File: config.mk
export PLATFORM = sky130hd
export DESIGN_NAME = led_bar_fade_effect_engine
export DESIGN_NICKNAME = d
export VERILOG_FILES = /design/src/lbfe_pkg.sv /design/src/lbfe_ctrl.sv /design/src/lbfe_datapath.sv /design/src/led_bar_fade_effect_engine.sv
export SDC_FILE = /design/constraint.sdc
export NUM_CORES = 2
export LEC_CHECK = 0
export BUFFER_PORTS_ARGS = -buffer_cell sky130_fd_sc_hd__buf_2
export CAP_MARGIN = 5
export CORE_MARGIN = 2
export CORE_UTILIZATION = 40
export DETAILED_ROUTE_END_ITERATION = 16
export SYNTH_ARGS = -nofsm -noshare
export SYNTH_HDL_FRONTEND = slang
export SYNTH_SLANG_ARGS = --single-unit
File: constraint.sdc
create_clock -name clk -period 8.3 [get_ports clk]
set_input_delay 0.83 -clock clk [delete_from_list [all_inputs] [get_ports clk]]
set_output_delay 0.83 -clock clk [all_outputs]
set_load 0.005 [all_outputs]
File: src/lbfe_pkg.sv
package lbfe_pkg;

    localparam int NUM_LEDS = 16;
    localparam int IDX_W = $clog2(NUM_LEDS);

    localparam logic [16:0] FULL_LEVEL = 17'd65536;
    localparam logic [16:0] DARK_LIMIT = 17'(3 * 65536 / 8);

    localparam logic [1:0] ACT_SET   = 2'd0;
    localparam logic [1:0] ACT_START = 2'd1;
    localparam logic [1:0] ACT_TICK  = 2'd2;

    localparam logic [2:0] EFF_OFF   = 3'd0;
    localparam logic [2:0] EFF_FLASH = 3'd1;
    localparam logic [2:0] EFF_BLINK = 3'd2;
    localparam logic [2:0] EFF_RUN   = 3'd3;
    localparam logic [2:0] EFF_RUNR  = 3'd4;
    localparam logic [2:0] EFF_SCAN  = 3'd5;
    localparam logic [2:0] EFF_SCANR = 3'd6;

    localparam logic [2:0] COL_OFF    = 3'd0;
    localparam logic [2:0] COL_PICKUP = 3'd1;
    localparam logic [2:0] COL_CORE   = 3'd2;
    localparam logic [2:0] COL_BOSS   = 3'd3;
    localparam logic [2:0] COL_HAZARD = 3'd4;

    localparam logic [2:0] REG_FADE   = 3'd0;
    localparam logic [2:0] REG_LIGHT  = 3'd1;
    localparam logic [2:0] REG_PERIOD = 3'd2;
    localparam logic [2:0] REG_DUR    = 3'd3;
    localparam logic [2:0] REG_WIDTH  = 3'd4;

    // Commands from controller to datapath.
    typedef struct packed {
        logic set_en;     // apply a set request
        logic start_en;   // start an effect
        logic eff_en;     // advance effect state (once per tick)
        logic div_start;  // begin flash level divide
        logic led_en;     // update LED at led_idx
        logic [IDX_W-1:0] led_idx;
        logic out_load;   // load output word for led_idx
    } lbfe_cmd_t;

    typedef struct packed {
        logic div_busy;
        logic out_full;
    } lbfe_sts_t;

    function automatic logic [3:0] color_base(input logic [2:0] c);
        logic [3:0] b;
        case (c)
            COL_PICKUP: b = 4'd4;
            COL_CORE:   b = 4'd7;
            COL_BOSS:   b = 4'd10;
            COL_HAZARD: b = 4'd1;
            default: b = 4'd0;
        endcase
        return b;
    endfunction

endpackage

File: src/lbfe_ctrl.sv
module lbfe_ctrl (
    input  logic clk,
    input  logic rst_n,
    input  logic in_valid,
    input  logic [1:0] in_action,
    output logic in_ready,
    output lbfe_pkg::lbfe_cmd_t cmd,
    input  lbfe_pkg::lbfe_sts_t sts
);
    import lbfe_pkg::*;

    localparam logic [1:0] S_IDLE = 2'd0;
    localparam logic [1:0] S_DIV  = 2'd1;
    localparam logic [1:0] S_LED  = 2'd2;
    localparam logic [1:0] S_OUT  = 2'd3;

    logic [1:0] state_reg, state_next;
    logic [IDX_W-1:0] idx_reg, idx_next;
    logic acc;

    assign in_ready = (state_reg == S_IDLE);
    assign acc = in_valid && in_ready;

    always_comb
    begin
        state_next = state_reg;
        idx_next = idx_reg;
        cmd = '0;
        cmd.led_idx = idx_reg;
        unique case (state_reg)
            S_IDLE:
            begin
                if (acc)
                begin
                    cmd.set_en = (in_action == ACT_SET);
                    cmd.start_en = (in_action == ACT_START);
                    if (in_action == ACT_TICK)
                    begin
                        cmd.div_start = 1'b1;
                        state_next = S_DIV;
                        idx_next = '0;
                    end
                end
            end
            S_DIV:
            begin
                if (!sts.div_busy)
                begin
                    cmd.eff_en = 1'b1;
                    state_next = S_LED;
                end
            end
            S_LED:
            begin
                if (!sts.out_full)
                begin
                    cmd.led_en = 1'b1;
                    state_next = S_OUT;
                end
            end
            S_OUT:
            begin
                cmd.out_load = 1'b1;
                if (idx_reg == IDX_W'(NUM_LEDS - 1))
                    state_next = S_IDLE;
                else
                begin
                    idx_next = idx_reg + 1'b1;
                    state_next = S_LED;
                end
            end
            default: state_next = S_IDLE;
        endcase
    end

    always_ff @(posedge clk or negedge rst_n)
    begin
        if (!rst_n)
        begin
            state_reg <= S_IDLE;
            idx_reg <= '0;
        end
        else
        begin
            state_reg <= state_next;
            idx_reg <= idx_next;
        end
    end

`ifndef SYNTH
    a_out_after_led: assert property (@(posedge clk) disable iff (!rst_n)
        cmd.led_en |=> state_reg == S_OUT)
        else $error("led update not followed by output");
    a_no_accept_busy: assert property (@(posedge clk) disable iff (!rst_n)
        state_reg != S_IDLE |-> !in_ready)
        else $error("ready while busy");
    a_div_once: assert property (@(posedge clk) disable iff (!rst_n)
        cmd.eff_en |=> !cmd.eff_en)
        else $error("effect advanced twice");
`endif
endmodule

File: src/lbfe_datapath.sv
module lbfe_datapath (
    input  logic clk,
    input  logic rst_n,
    input  lbfe_pkg::lbfe_cmd_t cmd,
    output lbfe_pkg::lbfe_sts_t sts,
    input  logic [5:0] led_pos,
    input  logic [2:0] color,
    input  logic [16:0] intensity,
    input  logic [2:0] effect,
    input  logic cfg_we,
    input  logic [2:0] cfg_index,
    input  logic [16:0] cfg_data,
    output logic [5:0] out_index,
    output logic [3:0] out_frame,
    output logic out_last,
    output logic out_valid,
    input  logic out_ready
);
    import lbfe_pkg::*;

    logic [16:0] fade_reg, light_reg;
    logic [7:0] period_reg, dur_reg;
    logic [4:0] width_reg;

    logic [2:0] tgt_color_reg [NUM_LEDS];
    logic [16:0] tgt_level_reg [NUM_LEDS];
    logic [2:0] cur_color_reg [NUM_LEDS];
    logic [16:0] cur_level_reg [NUM_LEDS];
    logic [3:0] frame_reg [NUM_LEDS];

    logic [2:0] kind_reg, ecol_reg;
    logic [7:0] timer_reg;
    logic dir_reg;
    logic signed [7:0] pos_reg;

    // Flash level divider: (num << 16) / dur, restoring, one bit per cycle.
    logic [7:0] tim_eff;
    logic signed [9:0] num_s;
    logic flash_lit, flash_sat;
    logic [24:0] quo_reg;
    logic [8:0] rem_reg;
    logic [4:0] dcnt_reg;
    logic div_busy_reg;
    logic [16:0] flash_lvl;

    assign tim_eff = (kind_reg == EFF_BLINK && timer_reg == 8'd0) ? period_reg : timer_reg;
    assign num_s = $signed({2'b0, tim_eff}) - $signed({2'b0, period_reg})
                 + $signed({2'b0, dur_reg});
    assign flash_lit = $signed({2'b0, tim_eff}) >
                       $signed({2'b0, period_reg}) - $signed({2'b0, dur_reg});
    assign flash_sat = (dur_reg == 8'd0) || (num_s > $signed({2'b0, dur_reg}));
    assign flash_lvl = flash_sat ? FULL_LEVEL : quo_reg[16:0];

    logic [9:0] rem_try;
    assign rem_try = {rem_reg, quo_reg[24]} - {2'b0, dur_reg};

    always_ff @(posedge clk or negedge rst_n)
    begin
        if (!rst_n)
        begin
            div_busy_reg <= 1'b0;
            dcnt_reg <= '0;
        end
        else if (cmd.div_start)
        begin
            div_busy_reg <= 1'b1;
            dcnt_reg <= 5'd25;
        end
        else if (div_busy_reg)
        begin
            dcnt_reg <= dcnt_reg - 1'b1;
            if (dcnt_reg == 5'd1)
                div_busy_reg <= 1'b0;
        end
    end

    always_ff @(posedge clk)
    begin
        if (cmd.div_start)
        begin
            quo_reg <= {num_s[8:0] & {9{!flash_sat}}, 16'd0};
            rem_reg <= '0;
        end
        else if (div_busy_reg)
        begin
            if (!rem_try[9])
            begin
                rem_reg <= rem_try[8:0];
                quo_reg <= {quo_reg[23:0], 1'b1};
            end
            else
            begin
                rem_reg <= {rem_reg[7:0], quo_reg[24]};
                quo_reg <= {quo_reg[23:0], 1'b0};
            end
        end
    end

    assign sts.div_busy = div_busy_reg;

    always_ff @(posedge clk or negedge rst_n)
    begin
        if (!rst_n)
        begin
            fade_reg <= 17'd4096;
            light_reg <= 17'd8192;
            period_reg <= 8'd30;
            dur_reg <= 8'd10;
            width_reg <= 5'd4;
        end
        else if (cfg_we)
        begin
            unique case (cfg_index)
                REG_FADE:   fade_reg <= cfg_data;
                REG_LIGHT:  light_reg <= cfg_data;
                REG_PERIOD: period_reg <= cfg_data[7:0];
                REG_DUR:    dur_reg <= cfg_data[7:0];
                REG_WIDTH:  width_reg <= cfg_data[4:0];
                default: ;
            endcase
        end
    end

    // Effect targets per LED.
    logic [2:0] eff_col [NUM_LEDS];
    logic [16:0] eff_lvl [NUM_LEDS];
    logic col_ok;
    assign col_ok = ecol_reg <= COL_HAZARD;

    always_comb
    begin
        for (int i = 0; i < NUM_LEDS; i++)
        begin
            logic hit;
            logic [7:0] d;
            hit = 1'b0;
            d = 8'(i) - 8'(pos_reg);
            if (kind_reg == EFF_RUN || kind_reg == EFF_RUNR)
                hit = 8'(IDX_W'(d)) < {3'b0, width_reg};
            else if (kind_reg == EFF_SCAN || kind_reg == EFF_SCANR)
                hit = $signed(9'(i)) >= 9'(pos_reg) &&
                      $signed(9'(i)) < 9'(pos_reg) + $signed({4'b0, width_reg});
            else if (kind_reg == EFF_FLASH || kind_reg == EFF_BLINK)
                hit = flash_lit && flash_lvl != 17'd0;
            if (hit && col_ok)
            begin
                eff_col[i] = ecol_reg;
                eff_lvl[i] = (kind_reg == EFF_FLASH || kind_reg == EFF_BLINK)
                           ? flash_lvl : FULL_LEVEL;
            end
            else
            begin
                eff_col[i] = COL_OFF;
                eff_lvl[i] = 17'd0;
            end
        end
    end

    logic eff_active;
    assign eff_active = kind_reg != EFF_OFF;

    logic [IDX_W-1:0] sp;
    assign sp = led_pos[IDX_W-1:0];

    always_ff @(posedge clk or negedge rst_n)
    begin
        if (!rst_n)
        begin
            for (int i = 0; i < NUM_LEDS; i++)
            begin
                tgt_color_reg[i] <= '0;
                tgt_level_reg[i] <= '0;
            end
            kind_reg <= EFF_OFF;
            ecol_reg <= '0;
            timer_reg <= '0;
            dir_reg <= 1'b0;
            pos_reg <= '0;
        end
        else if (cmd.set_en)
        begin
            if ({1'b0, led_pos} < 7'(NUM_LEDS) && color <= COL_HAZARD
                && intensity <= FULL_LEVEL
                && color >= tgt_color_reg[sp] && intensity > tgt_level_reg[sp])
            begin
                tgt_color_reg[sp] <= color;
                tgt_level_reg[sp] <= intensity;
            end
        end
        else if (cmd.start_en)
        begin
            for (int i = 0; i < NUM_LEDS; i++)
            begin
                tgt_color_reg[i] <= '0;
                tgt_level_reg[i] <= '0;
            end
            kind_reg <= (effect > EFF_SCANR) ? EFF_OFF : effect;
            ecol_reg <= color;
            case (effect)
                EFF_FLASH, EFF_BLINK: timer_reg <= period_reg;
                EFF_RUN:
                begin
                    dir_reg <= 1'b0;
                    pos_reg <= '0;
                end
                EFF_RUNR:
                begin
                    dir_reg <= 1'b1;
                    pos_reg <= 8'({1'b0, IDX_W'(8'(NUM_LEDS - 1) - 8'(width_reg))});
                end
                EFF_SCAN:
                begin
                    dir_reg <= 1'b0;
                    pos_reg <= -$signed({3'b0, width_reg});
                end
                EFF_SCANR:
                begin
                    dir_reg <= 1'b1;
                    pos_reg <= 8'(NUM_LEDS);
                end
                default: ;
            endcase
        end
        else if (cmd.eff_en && eff_active)
        begin
            for (int i = 0; i < NUM_LEDS; i++)
            begin
                tgt_color_reg[i] <= eff_col[i];
                tgt_level_reg[i] <= eff_lvl[i];
            end
            if (kind_reg == EFF_FLASH || kind_reg == EFF_BLINK)
                timer_reg <= (tim_eff != 8'd0) ? tim_eff - 1'b1 : 8'd0;
            else if (kind_reg == EFF_RUN || kind_reg == EFF_RUNR)
                pos_reg <= 8'({1'b0, IDX_W'(pos_reg + (dir_reg ? -8'sd1 : 8'sd1))});
            else
            begin
                logic signed [7:0] np;
                np = pos_reg + (dir_reg ? -8'sd1 : 8'sd1);
                if (np <= -$signed({3'b0, width_reg}))
                begin
                    dir_reg <= ~dir_reg;
                    pos_reg <= -$signed({3'b0, width_reg});
                end
                else if (np >= $signed(8'(NUM_LEDS)))
                begin
                    dir_reg <= ~dir_reg;
                    pos_reg <= 8'(NUM_LEDS);
                end
                else
                    pos_reg <= np;
            end
        end
    end

    // Per-LED fade, one LED per update command.
    logic [IDX_W-1:0] li;
    logic [2:0] cc, tc;
    logic [16:0] cl, tl, nl;
    logic [2:0] ncol;
    logic [17:0] up, dn;
    logic moved;
    logic [3:0] nframe;
    logic [16:0] above;

    assign li = cmd.led_idx;
    assign cc = cur_color_reg[li];
    assign tc = tgt_color_reg[li];
    assign cl = cur_level_reg[li];
    assign tl = tgt_level_reg[li];
    assign up = {1'b0, cl} + {1'b0, light_reg};
    assign dn = {1'b0, cl} - {1'b0, fade_reg};

    always_comb
    begin
        nl = cl;
        ncol = cc;
        moved = 1'b1;
        if (cc != tc)
        begin
            if (dn[17] || dn[16:0] == 17'd0)
            begin
                nl = '0;
                ncol = tc;
            end
            else
                nl = dn[16:0];
        end
        else if (cl < tl)
            nl = (up > {1'b0, tl}) ? tl : up[16:0];
        else if (cl > tl)
            nl = (dn[17] || dn[16:0] < tl) ? tl : dn[16:0];
        else
            moved = 1'b0;
        above = nl - DARK_LIMIT;
        if (nl < DARK_LIMIT || ncol == COL_OFF || ncol > COL_HAZARD)
            nframe = 4'd0;
        else
            nframe = color_base(ncol) + 4'(above[16:14]);
    end

    always_ff @(posedge clk or negedge rst_n)
    begin
        if (!rst_n)
        begin
            for (int i = 0; i < NUM_LEDS; i++)
            begin
                cur_color_reg[i] <= '0;
                cur_level_reg[i] <= '0;
                frame_reg[i] <= '0;
            end
        end
        else if (cmd.led_en && moved)
        begin
            cur_color_reg[li] <= ncol;
            cur_level_reg[li] <= nl;
            frame_reg[li] <= nframe;
        end
    end

    // Output register.
    always_ff @(posedge clk or negedge rst_n)
    begin
        if (!rst_n)
            out_valid <= 1'b0;
        else if (cmd.out_load)
            out_valid <= 1'b1;
        else if (out_ready)
            out_valid <= 1'b0;
    end

    always_ff @(posedge clk)
    begin
        if (cmd.out_load)
        begin
            out_index <= 6'(li);
            out_frame <= frame_reg[li];
            out_last <= (li == IDX_W'(NUM_LEDS - 1));
        end
    end

    assign sts.out_full = out_valid && !out_ready;

`ifndef SYNTH
    a_load_free: assert property (@(posedge clk) disable iff (!rst_n)
        cmd.out_load |-> !(out_valid && !out_ready))
        else $error("output overwritten");
    a_div_len: assert property (@(posedge clk) disable iff (!rst_n)
        cmd.div_start |=> div_busy_reg)
        else $error("divider did not start");
    a_lvl_range: assert property (@(posedge clk) disable iff (!rst_n)
        cmd.led_en |-> nl <= FULL_LEVEL || cl > FULL_LEVEL)
        else $error("level above full");
`endif
endmodule

File: src/led_bar_fade_effect_engine.sv
// LED bar fade and effect engine.
// Input stream s_axis: one word per request. tdata packs led_pos, color,
// intensity, effect; tuser carries the action (set, start effect, tick).
// Set and start-effect words give no output.
// A tick word runs the effect step, then walks the 16 LEDs one at a time,
// fading each toward its target, and sends one m_axis word per LED,
// LED 0 first, tlast on the last LED.
// A tick first runs the flash level stage (25 quotient bits, one per cycle,
// then the effect step), then for each LED an update step and then a
// load of the output register. No new input word is accepted until the
// last LED word has been loaded into the output register.
// A stalled sink holds the output word; the LED walk waits for the output
// register to drain and nothing is dropped.
// Reset clears all targets, current levels and frames, stops the effect,
// and loads the register defaults. Configuration writes (cfg_we, cfg_index, cfg_data)
// take effect at once; the user must make them while idle, which the block does not enforce.
module led_bar_fade_effect_engine (
    input  logic clk,
    input  logic rst_n,
    input  logic s_axis_tvalid,
    output logic s_axis_tready,
    input  logic [31:0] s_axis_tdata,  // led_pos[5:0], color[8:6], intensity[25:9], effect[28:26]
    input  logic [1:0] s_axis_tuser,   // action[1:0]
    output logic m_axis_tvalid,
    input  logic m_axis_tready,
    output logic [15:0] m_axis_tdata,  // out_index[5:0], out_frame[9:6]
    output logic m_axis_tlast,
    input  logic cfg_we,
    input  logic [2:0] cfg_index,
    input  logic [16:0] cfg_data
);
    import lbfe_pkg::*;

    lbfe_cmd_t cmd;
    lbfe_sts_t sts;
    logic [5:0] oi;
    logic [3:0] of;

    lbfe_ctrl u_ctrl (
        .clk(clk),
        .rst_n(rst_n),
        .in_valid(s_axis_tvalid),
        .in_action(s_axis_tuser),
        .in_ready(s_axis_tready),
        .cmd(cmd),
        .sts(sts)
    );

    lbfe_datapath u_dp (
        .clk(clk),
        .rst_n(rst_n),
        .cmd(cmd),
        .sts(sts),
        .led_pos(s_axis_tdata[5:0]),
        .color(s_axis_tdata[8:6]),
        .intensity(s_axis_tdata[25:9]),
        .effect(s_axis_tdata[28:26]),
        .cfg_we(cfg_we),
        .cfg_index(cfg_index),
        .cfg_data(cfg_data),
        .out_index(oi),
        .out_frame(of),
        .out_last(m_axis_tlast),
        .out_valid(m_axis_tvalid),
        .out_ready(m_axis_tready)
    );

    assign m_axis_tdata = {6'd0, of, oi};
endmodule
After elaboration in Yosys (flattened, before gate mapping)
Index checks and enable logic that the tools add are counted.
{"block": "totals", "mem_bits_ro": 0, "out_inout_bits": 19, "ff_bits": 838, "ram_bits": 0, "latchBits": 0, "memories": 0, "input_bits": 59, "elab_cells": 509}
{"block": "classes", "n_div": 0, "shift": 0, "bitwise": 5, "n_lt_le_gt_ge": 69, "n_mul": 0, "n_eq_ne": 39, "addsub": 31, "muxes": 178, "n_reduce_logical": 86}
{"operator": "two-way mux 272 bit", "n": 4}
{"operator": "bitwise mux 272 bit", "n": 2}
{"operator": "two-way mux 17 bit", "n": 32}
{"operator": "binary-select mux 17 bit (select 4 bit)", "n": 3}
{"operator": "two-way mux 48 bit", "n": 4}
{"operator": "demux 17 bit (select 4 bit)", "n": 2}
{"operator": "two-way mux 8 bit", "n": 13}
{"operator": "bitwise mux 48 bit", "n": 2}
{"operator": "two-way mux 3 bit", "n": 27}
{"operator": "less-than comparator 4 x 5 -> 1 bit", "n": 16}
{"operator": "less-than comparator 5 x 9 -> 1 bit, first input constant", "n": 8}
{"operator": "bitwise mux 64 bit", "n": 1}
{"operator": "greater-or-equal comparator 5 x 8 -> 1 bit, first input constant", "n": 8}
{"operator": "two-way mux 1 bit", "n": 56}
{"operator": "two-way mux 25 bit", "n": 2}
{"operator": "logical AND 1 bit", "n": 44}
{"operator": "binary-select mux 3 bit (select 4 bit)", "n": 3}
{"operator": "less-than comparator 4 x 9 -> 1 bit, first input constant", "n": 4}
{"operator": "subtractor 4 bit, first input constant", "n": 9}
{"operator": "greater-than comparator 17 bit", "n": 2}
{"operator": "less-than comparator 17 bit", "n": 2}
{"operator": "greater-or-equal comparator 4 x 8 -> 1 bit, first input constant", "n": 4}
{"operator": "two-way mux 4 bit", "n": 8}
{"operator": "one-hot mux 8 bit (4 select lines)", "n": 1}
{"operator": "other kinds (74)", "n": 151}

Longest topological paths before layout
{"block": "logic_depth", "word_depth": 18, "ltp_mapped": 39}

Hierarchy
Synthesis repeated with hierarchy kept, for this count alone.
{"block": "hier_totals", "hier_cells": 4687, "area_unflattened_um2": 49025.8}
{"module": "lbfe_datapath", "instances": 1, "area_per_inst_um2": 48615.4, "seq_area_each_um2": 20796.2, "cells_per_inst": 4642}
{"module": "lbfe_ctrl", "instances": 1, "area_per_inst_um2": 361.6, "seq_area_each_um2": 150.1, "cells_per_inst": 38}
{"module": "led_bar_fade_effect_engine", "instances": 1, "area_per_inst_um2": 48.8, "seq_area_each_um2": 0.0, "cells_per_inst": 7}

Least setup slack after synthesis
OpenSTA, ideal clock, no wires.
{"block": "synth_path", "path_kind": "register to register", "startpoint": "register u_ctrl.idx_reg[1]", "endpoint": "register u_dp.frame_reg[3] (netlist bit)", "t_arrival_ps": 8426, "n_path_buf": 11, "synth_period_minus_slack_ps": 8554, "setup_slack_ps": -254, "setup_ps": 129, "stages_incl_launch_ff": 40, "required_ps": 8171, "path_cell_list": "dfrtp_1 > buf_2 > buf_4 > buf_4 > buf_4 > buf_4 > buf_2 > clkbuf_1 > mux4_2 > mux4_2 > ha_1 > a21oi_1 > nor2_1 > a211oi_1 > a31oi_1 > a21o_1 > a31oi_1 > nand2_1 > [... 4 more ...] > and2_1 > a211oi_1 > and2_1 > buf_2 > nor2_1 > clkbuf_1 > a211oi_1 > o22a_1 > buf_2 > ha_1 > xor2_1 > ha_1 > a21o_1 > a21oi_1 > o21ba_2 > o21ai_4 > buf_8 > o21ai_1"}
{"block": "synth_via", "elab_chain_cells": 16}
{"element": "start, declared", "line_no": "lbfe_ctrl.sv:18", "text": "logic [IDX_W-1:0] idx_reg, idx_next;"}
{"element": "start signal, assigned", "line_no": "lbfe_ctrl.sv:86", "text": "idx_reg <= idx_next;"}
{"element": "inverter 4 -> 5 bit (implied by the code) (*)"}
{"element": "binary-select mux 17 bit (select 4 bit)", "line_no": "lbfe_datapath.sv:268", "text": "assign cl = cur_level_reg[li];"}
{"element": "two-way mux 17 bit (implied by the code) (2 in series)", "line_no": "lbfe_datapath.sv:268"}
{"element": "subtractor 17 x 17 -> 18 bit", "line_no": "lbfe_datapath.sv:271", "text": "assign dn = {1'b0, cl} - {1'b0, fade_reg};"}
{"element": "less-than comparator 17 bit", "line_no": "lbfe_datapath.sv:291", "text": "nl = (dn[17] || dn[16:0] < tl) ? tl : dn[16:0];"}
{"element": "logical OR 1 bit", "line_no": "lbfe_datapath.sv:291"}
{"element": "two-way mux 17 bit", "line_no": "lbfe_datapath.sv:291"}
{"element": "two-way mux 17 bit", "line_no": "lbfe_datapath.sv:290", "text": "else if (cl > tl)"}
{"element": "two-way mux 17 bit", "line_no": "lbfe_datapath.sv:288", "text": "else if (cl < tl)"}
{"element": "two-way mux 17 bit (*)", "line_no": "lbfe_datapath.sv:278", "text": "if (cc != tc)"}
{"element": "named net u_dp.nl[13]", "line_no": "lbfe_datapath.sv:258", "text": "logic [16:0] cl, tl, nl;"}
{"element": "parallel branches: the longest is 3 deep, another holds subtractor 17 x 15 -> 17 bit"}
{"element": "two-way mux 4 bit (*)", "line_no": "lbfe_datapath.sv:295", "text": "if (nl < DARK_LIMIT || ncol == COL_OFF || ncol > COL_HAZARD)"}
{"element": "bitwise mux 64 bit (*)", "line_no": "lbfe_datapath.sv:316", "text": "frame_reg[li] <= nframe;"}
{"element": "end signal, assigned by index", "line_no": "lbfe_datapath.sv:316"}
{"element": "end, declared", "line_no": "lbfe_datapath.sv:29", "text": "logic [3:0] frame_reg [NUM_LEDS];"}
Mark *: on every way through the listed nets, which the timed path passes. The select of a mux whose other input is x is not followed.
A chain may end at the register's enable or synchronous reset.

Worst setup path in the final report
{"block": "layout_path", "startpoint": "register u_ctrl.idx_reg[0]", "endpoint": "register u_dp.frame_reg[46] (netlist bit)"}
{"block": "layout_via", "elab_chain_cells": 16}
{"element": "inverter 4 -> 5 bit (implied by the code) (*)"}
{"element": "parallel branches: the longest is 15 deep, another holds subtractor 17 x 17 -> 18 bit"}
Mark *: on every way between the ends. The select of a mux whose other input is x is not followed.

==> results.cfg <==
[sta]
fin_skew_ns = 0.0437
tightest_slew_ns = 1.32
fin_crit_sh_pct = 96.4
finalSetupViolations = 0
period_needed_ns = 8.00
fmax_ghz = 0.125
setup_ws_ns = 0.295
relSlewSlack_pct = 11.5
hold_viol = 0
finalMaxSlewViolations = 0

[route]
ant_nets = 0
dr.pass1.iters = 9
first_iter_violations = 3950
viasPerCell = 5.99
post_drt_wl_per_cell_um = 24.1
wl_mm = 153
drc = 0
vias = 38052

[yosys]
ys.flop_type = dfrtp_1
synth_top_cell_area_share_pct = 39.5
syn_area_um2 = 49900
netlist_top_cells_count = dfrtp_1, nand2_1, nor2_1
ys_top_cells_by_area = dfrtp_1, mux4_2, mux2_2, ha_1, nand2_1
ys_seq_area_share_pct = 42.0
synth_edf_count = 18
syn_avg_cell_area_um2 = 10.6
synth_top_area_cell = dfrtp_1
syn_inst = 4696
yosysWarnings = 0
synth_cell_types = 97
synthArstFlopShare_pct = 94.9
synth_most_common_cell = dfrtp_1
synth-seq-cells = 838

[clocking]
clockBufferDepth = 3
htree_levels = 3
clk_latency_ns = 0.70
cts-buffers-inserted = 92
cts.reportedPaths.clkPinSlew_ns = 0.07
cts_sinks = 838
cts-root-buf = clkbuf_16
cts_tree = yes
ctsHoldBuffers = 0

[placed_design]
dp_slack_ns = 0.0703
hpwl_mm = 100
portBuffers = 66
gp_congestion = 0.900
dp_cells = 6161

[floorplanning]
die_w_um = 357
initial_core_util_pct = 40.3
placementRows = 129
dieHeight_um = 357
io_pins = 78
core_area_um2 = 124000
die_area_um2 = 127000

[pwr]
p_clk_share_pct = 17.5
combPwrFrac_pct = 56.0
power_mw = 24.3
switchingPower_mw = 10.7
peakVddDrop_mv = 0.430
p_per_area_nw_per_um2 = 437
seqPwrFrac_pct = 26.5
switching_share_pct = 44.0
intPower_mw = 13.6
leakage_nw = 24.0

[global_routing]
grt_pass1_vias = 37019
grt_pass1_wl_mm = 233
grt_overflow_total = 0
grt_usage_pct = 23.9
grt_antenna_before_repair = 9
grt_max_degree = 185

[critical_path]
cp_max_fo = 8
slowest_stage = or4_1
cpMostUsedCell = ha_1
startpoint_type = flop
end_kind = flop
startpoint = u_ctrl.idx_reg[0]$_DFFE_PN0P_
reg2reg_from = u_ctrl.idx_reg[0]$_DFFE_PN0P_
required_ns = 8.86
crit_type = reg2reg
critPathMaxStageDelay_ns = 0.61
cp.arrival_ns = 8.56

[finish]
finalNonFillerCells = 6351
area_growth_pct = 11.3
layout.nets = 4928
layout-drive-gt1-share_pct = 23.1

[run]
drv_cap = 0

[outcome]
run_status = complete, no violations

[hold_path]
hold_path_class = in2async
placed cells by master, fill, tap and decap left out, types with 49 or more instances in the layout:
master,count
buf_4,129
nand2_1,634
a21o_1,49
o21ai_0,199
a31oi_1,270
buf_2,63
dfrtp_1,782
a21oi_1,151
ha_1,220
inv_1,183
mux4_2,306
mux2_2,279
nor2_1,396
nand3_1,69
xnor2_1,60
clkbuf_16,95
area by class of cell:
| type | count | area, um^2 |
|---|---|---|
| diodes | 7 | 17.5 |
| well taps | 1637 | 2050 |
| clock buffers | 132 | 2680 |
| flip-flops and latches | 838 | 21000 |
| multi-input cells | 3309 | 27100 |
| fillers | 11532 | 68100 |
| clock inverters | 34 | 425 |
| repair buffers | 210 | 1610 |
| inverters | 184 | 691 |
metal layers:
metal,up-vias,global-route usage [%],part of all wire [%]
met3,256,4.26,8.2
met5,-,0,0.0078
met1,19255,34.0,43
met2,1509,36.8,45
met4,2,8.41,3.4
li1,17030,-,-
power by group through the flow:
stage                     registers [mW]  logic [mW]  clock network [mW]
after floorplan                     6.05        9.80                   0
after global placement              6.40        13.0                   0
after detailed placement            6.47        13.1                   0
after CTS                           6.40        13.2                4.32
after global routing                6.59        14.8                4.49
final                               6.43        13.6                4.25
worst paths after layout:
path,endpoint,slack (ns),cells after the start
setup / recovery,u_dp.frame_reg[46]$_DFFE_PN0P_,0.30,31
hold / removal,u_dp.tgt_level_reg[87]$_DFFE_PN0P_,0.10,1
setup reg to reg,u_dp.frame_reg[46]$_DFFE_PN0P_,0.30,31
hold reg to reg,u_dp.frame_reg[5]$_DFFE_PN0P_,0.47,2
max in group asynchronous,u_dp.frame_reg[46]$_DFFE_PN0P_,6.14,3
min in group clk,u_dp.fade_reg[11]$_DFFE_PN0P_,0.37,3
critical path: cells and delay by family, from the launching register on:
family / cells / cell delay (ns)
fa+ha+maj: 4 / 1.33
xor+xnor: 2 / 0.47
mux: 2 / 1.09
flops: 1 / 0.46
compound gates: 9 / 1.86
simple gates: 9 / 1.89
buf+inv: 5 / 0.74
logic make-up after synthesis:
kind of cell,after synthesis,synth area share [%]
AO/OA/AOI/OAI,1020,13.4
adder cells (fa/ha/maj),235,6.03
flip-flops,838,42.0
AND/OR/NAND/NOR,1334,11.4
buffers and inverters,556,4.69
multiplexers,619,20.8
XOR/XNOR,93,1.65
other,1,0.00752
through the flow:
stage | utilization (%) | setup TNS, ns | area, um^2 | hold WS, ns
after detailed placement | 42.1 | 0 | 52100 | 0.461
final | 44.9 | 0 | 55500 | 0.105
after global placement | 42.1 | 0 | 52100 | 0.456
after floorplan | - | 0 | 49900 | 0.441
after global routing | 44.9 | -0.284 | 55500 | 0.159
after CTS | 44.6 | 0 | 55200 | 0.133
timing repair:
action	in CTS	in global routing
setup buffers	0	16
endpoints found under the setup margin	0	48
gates resized for setup	0	25
Power figures use the tool's default switching activity.
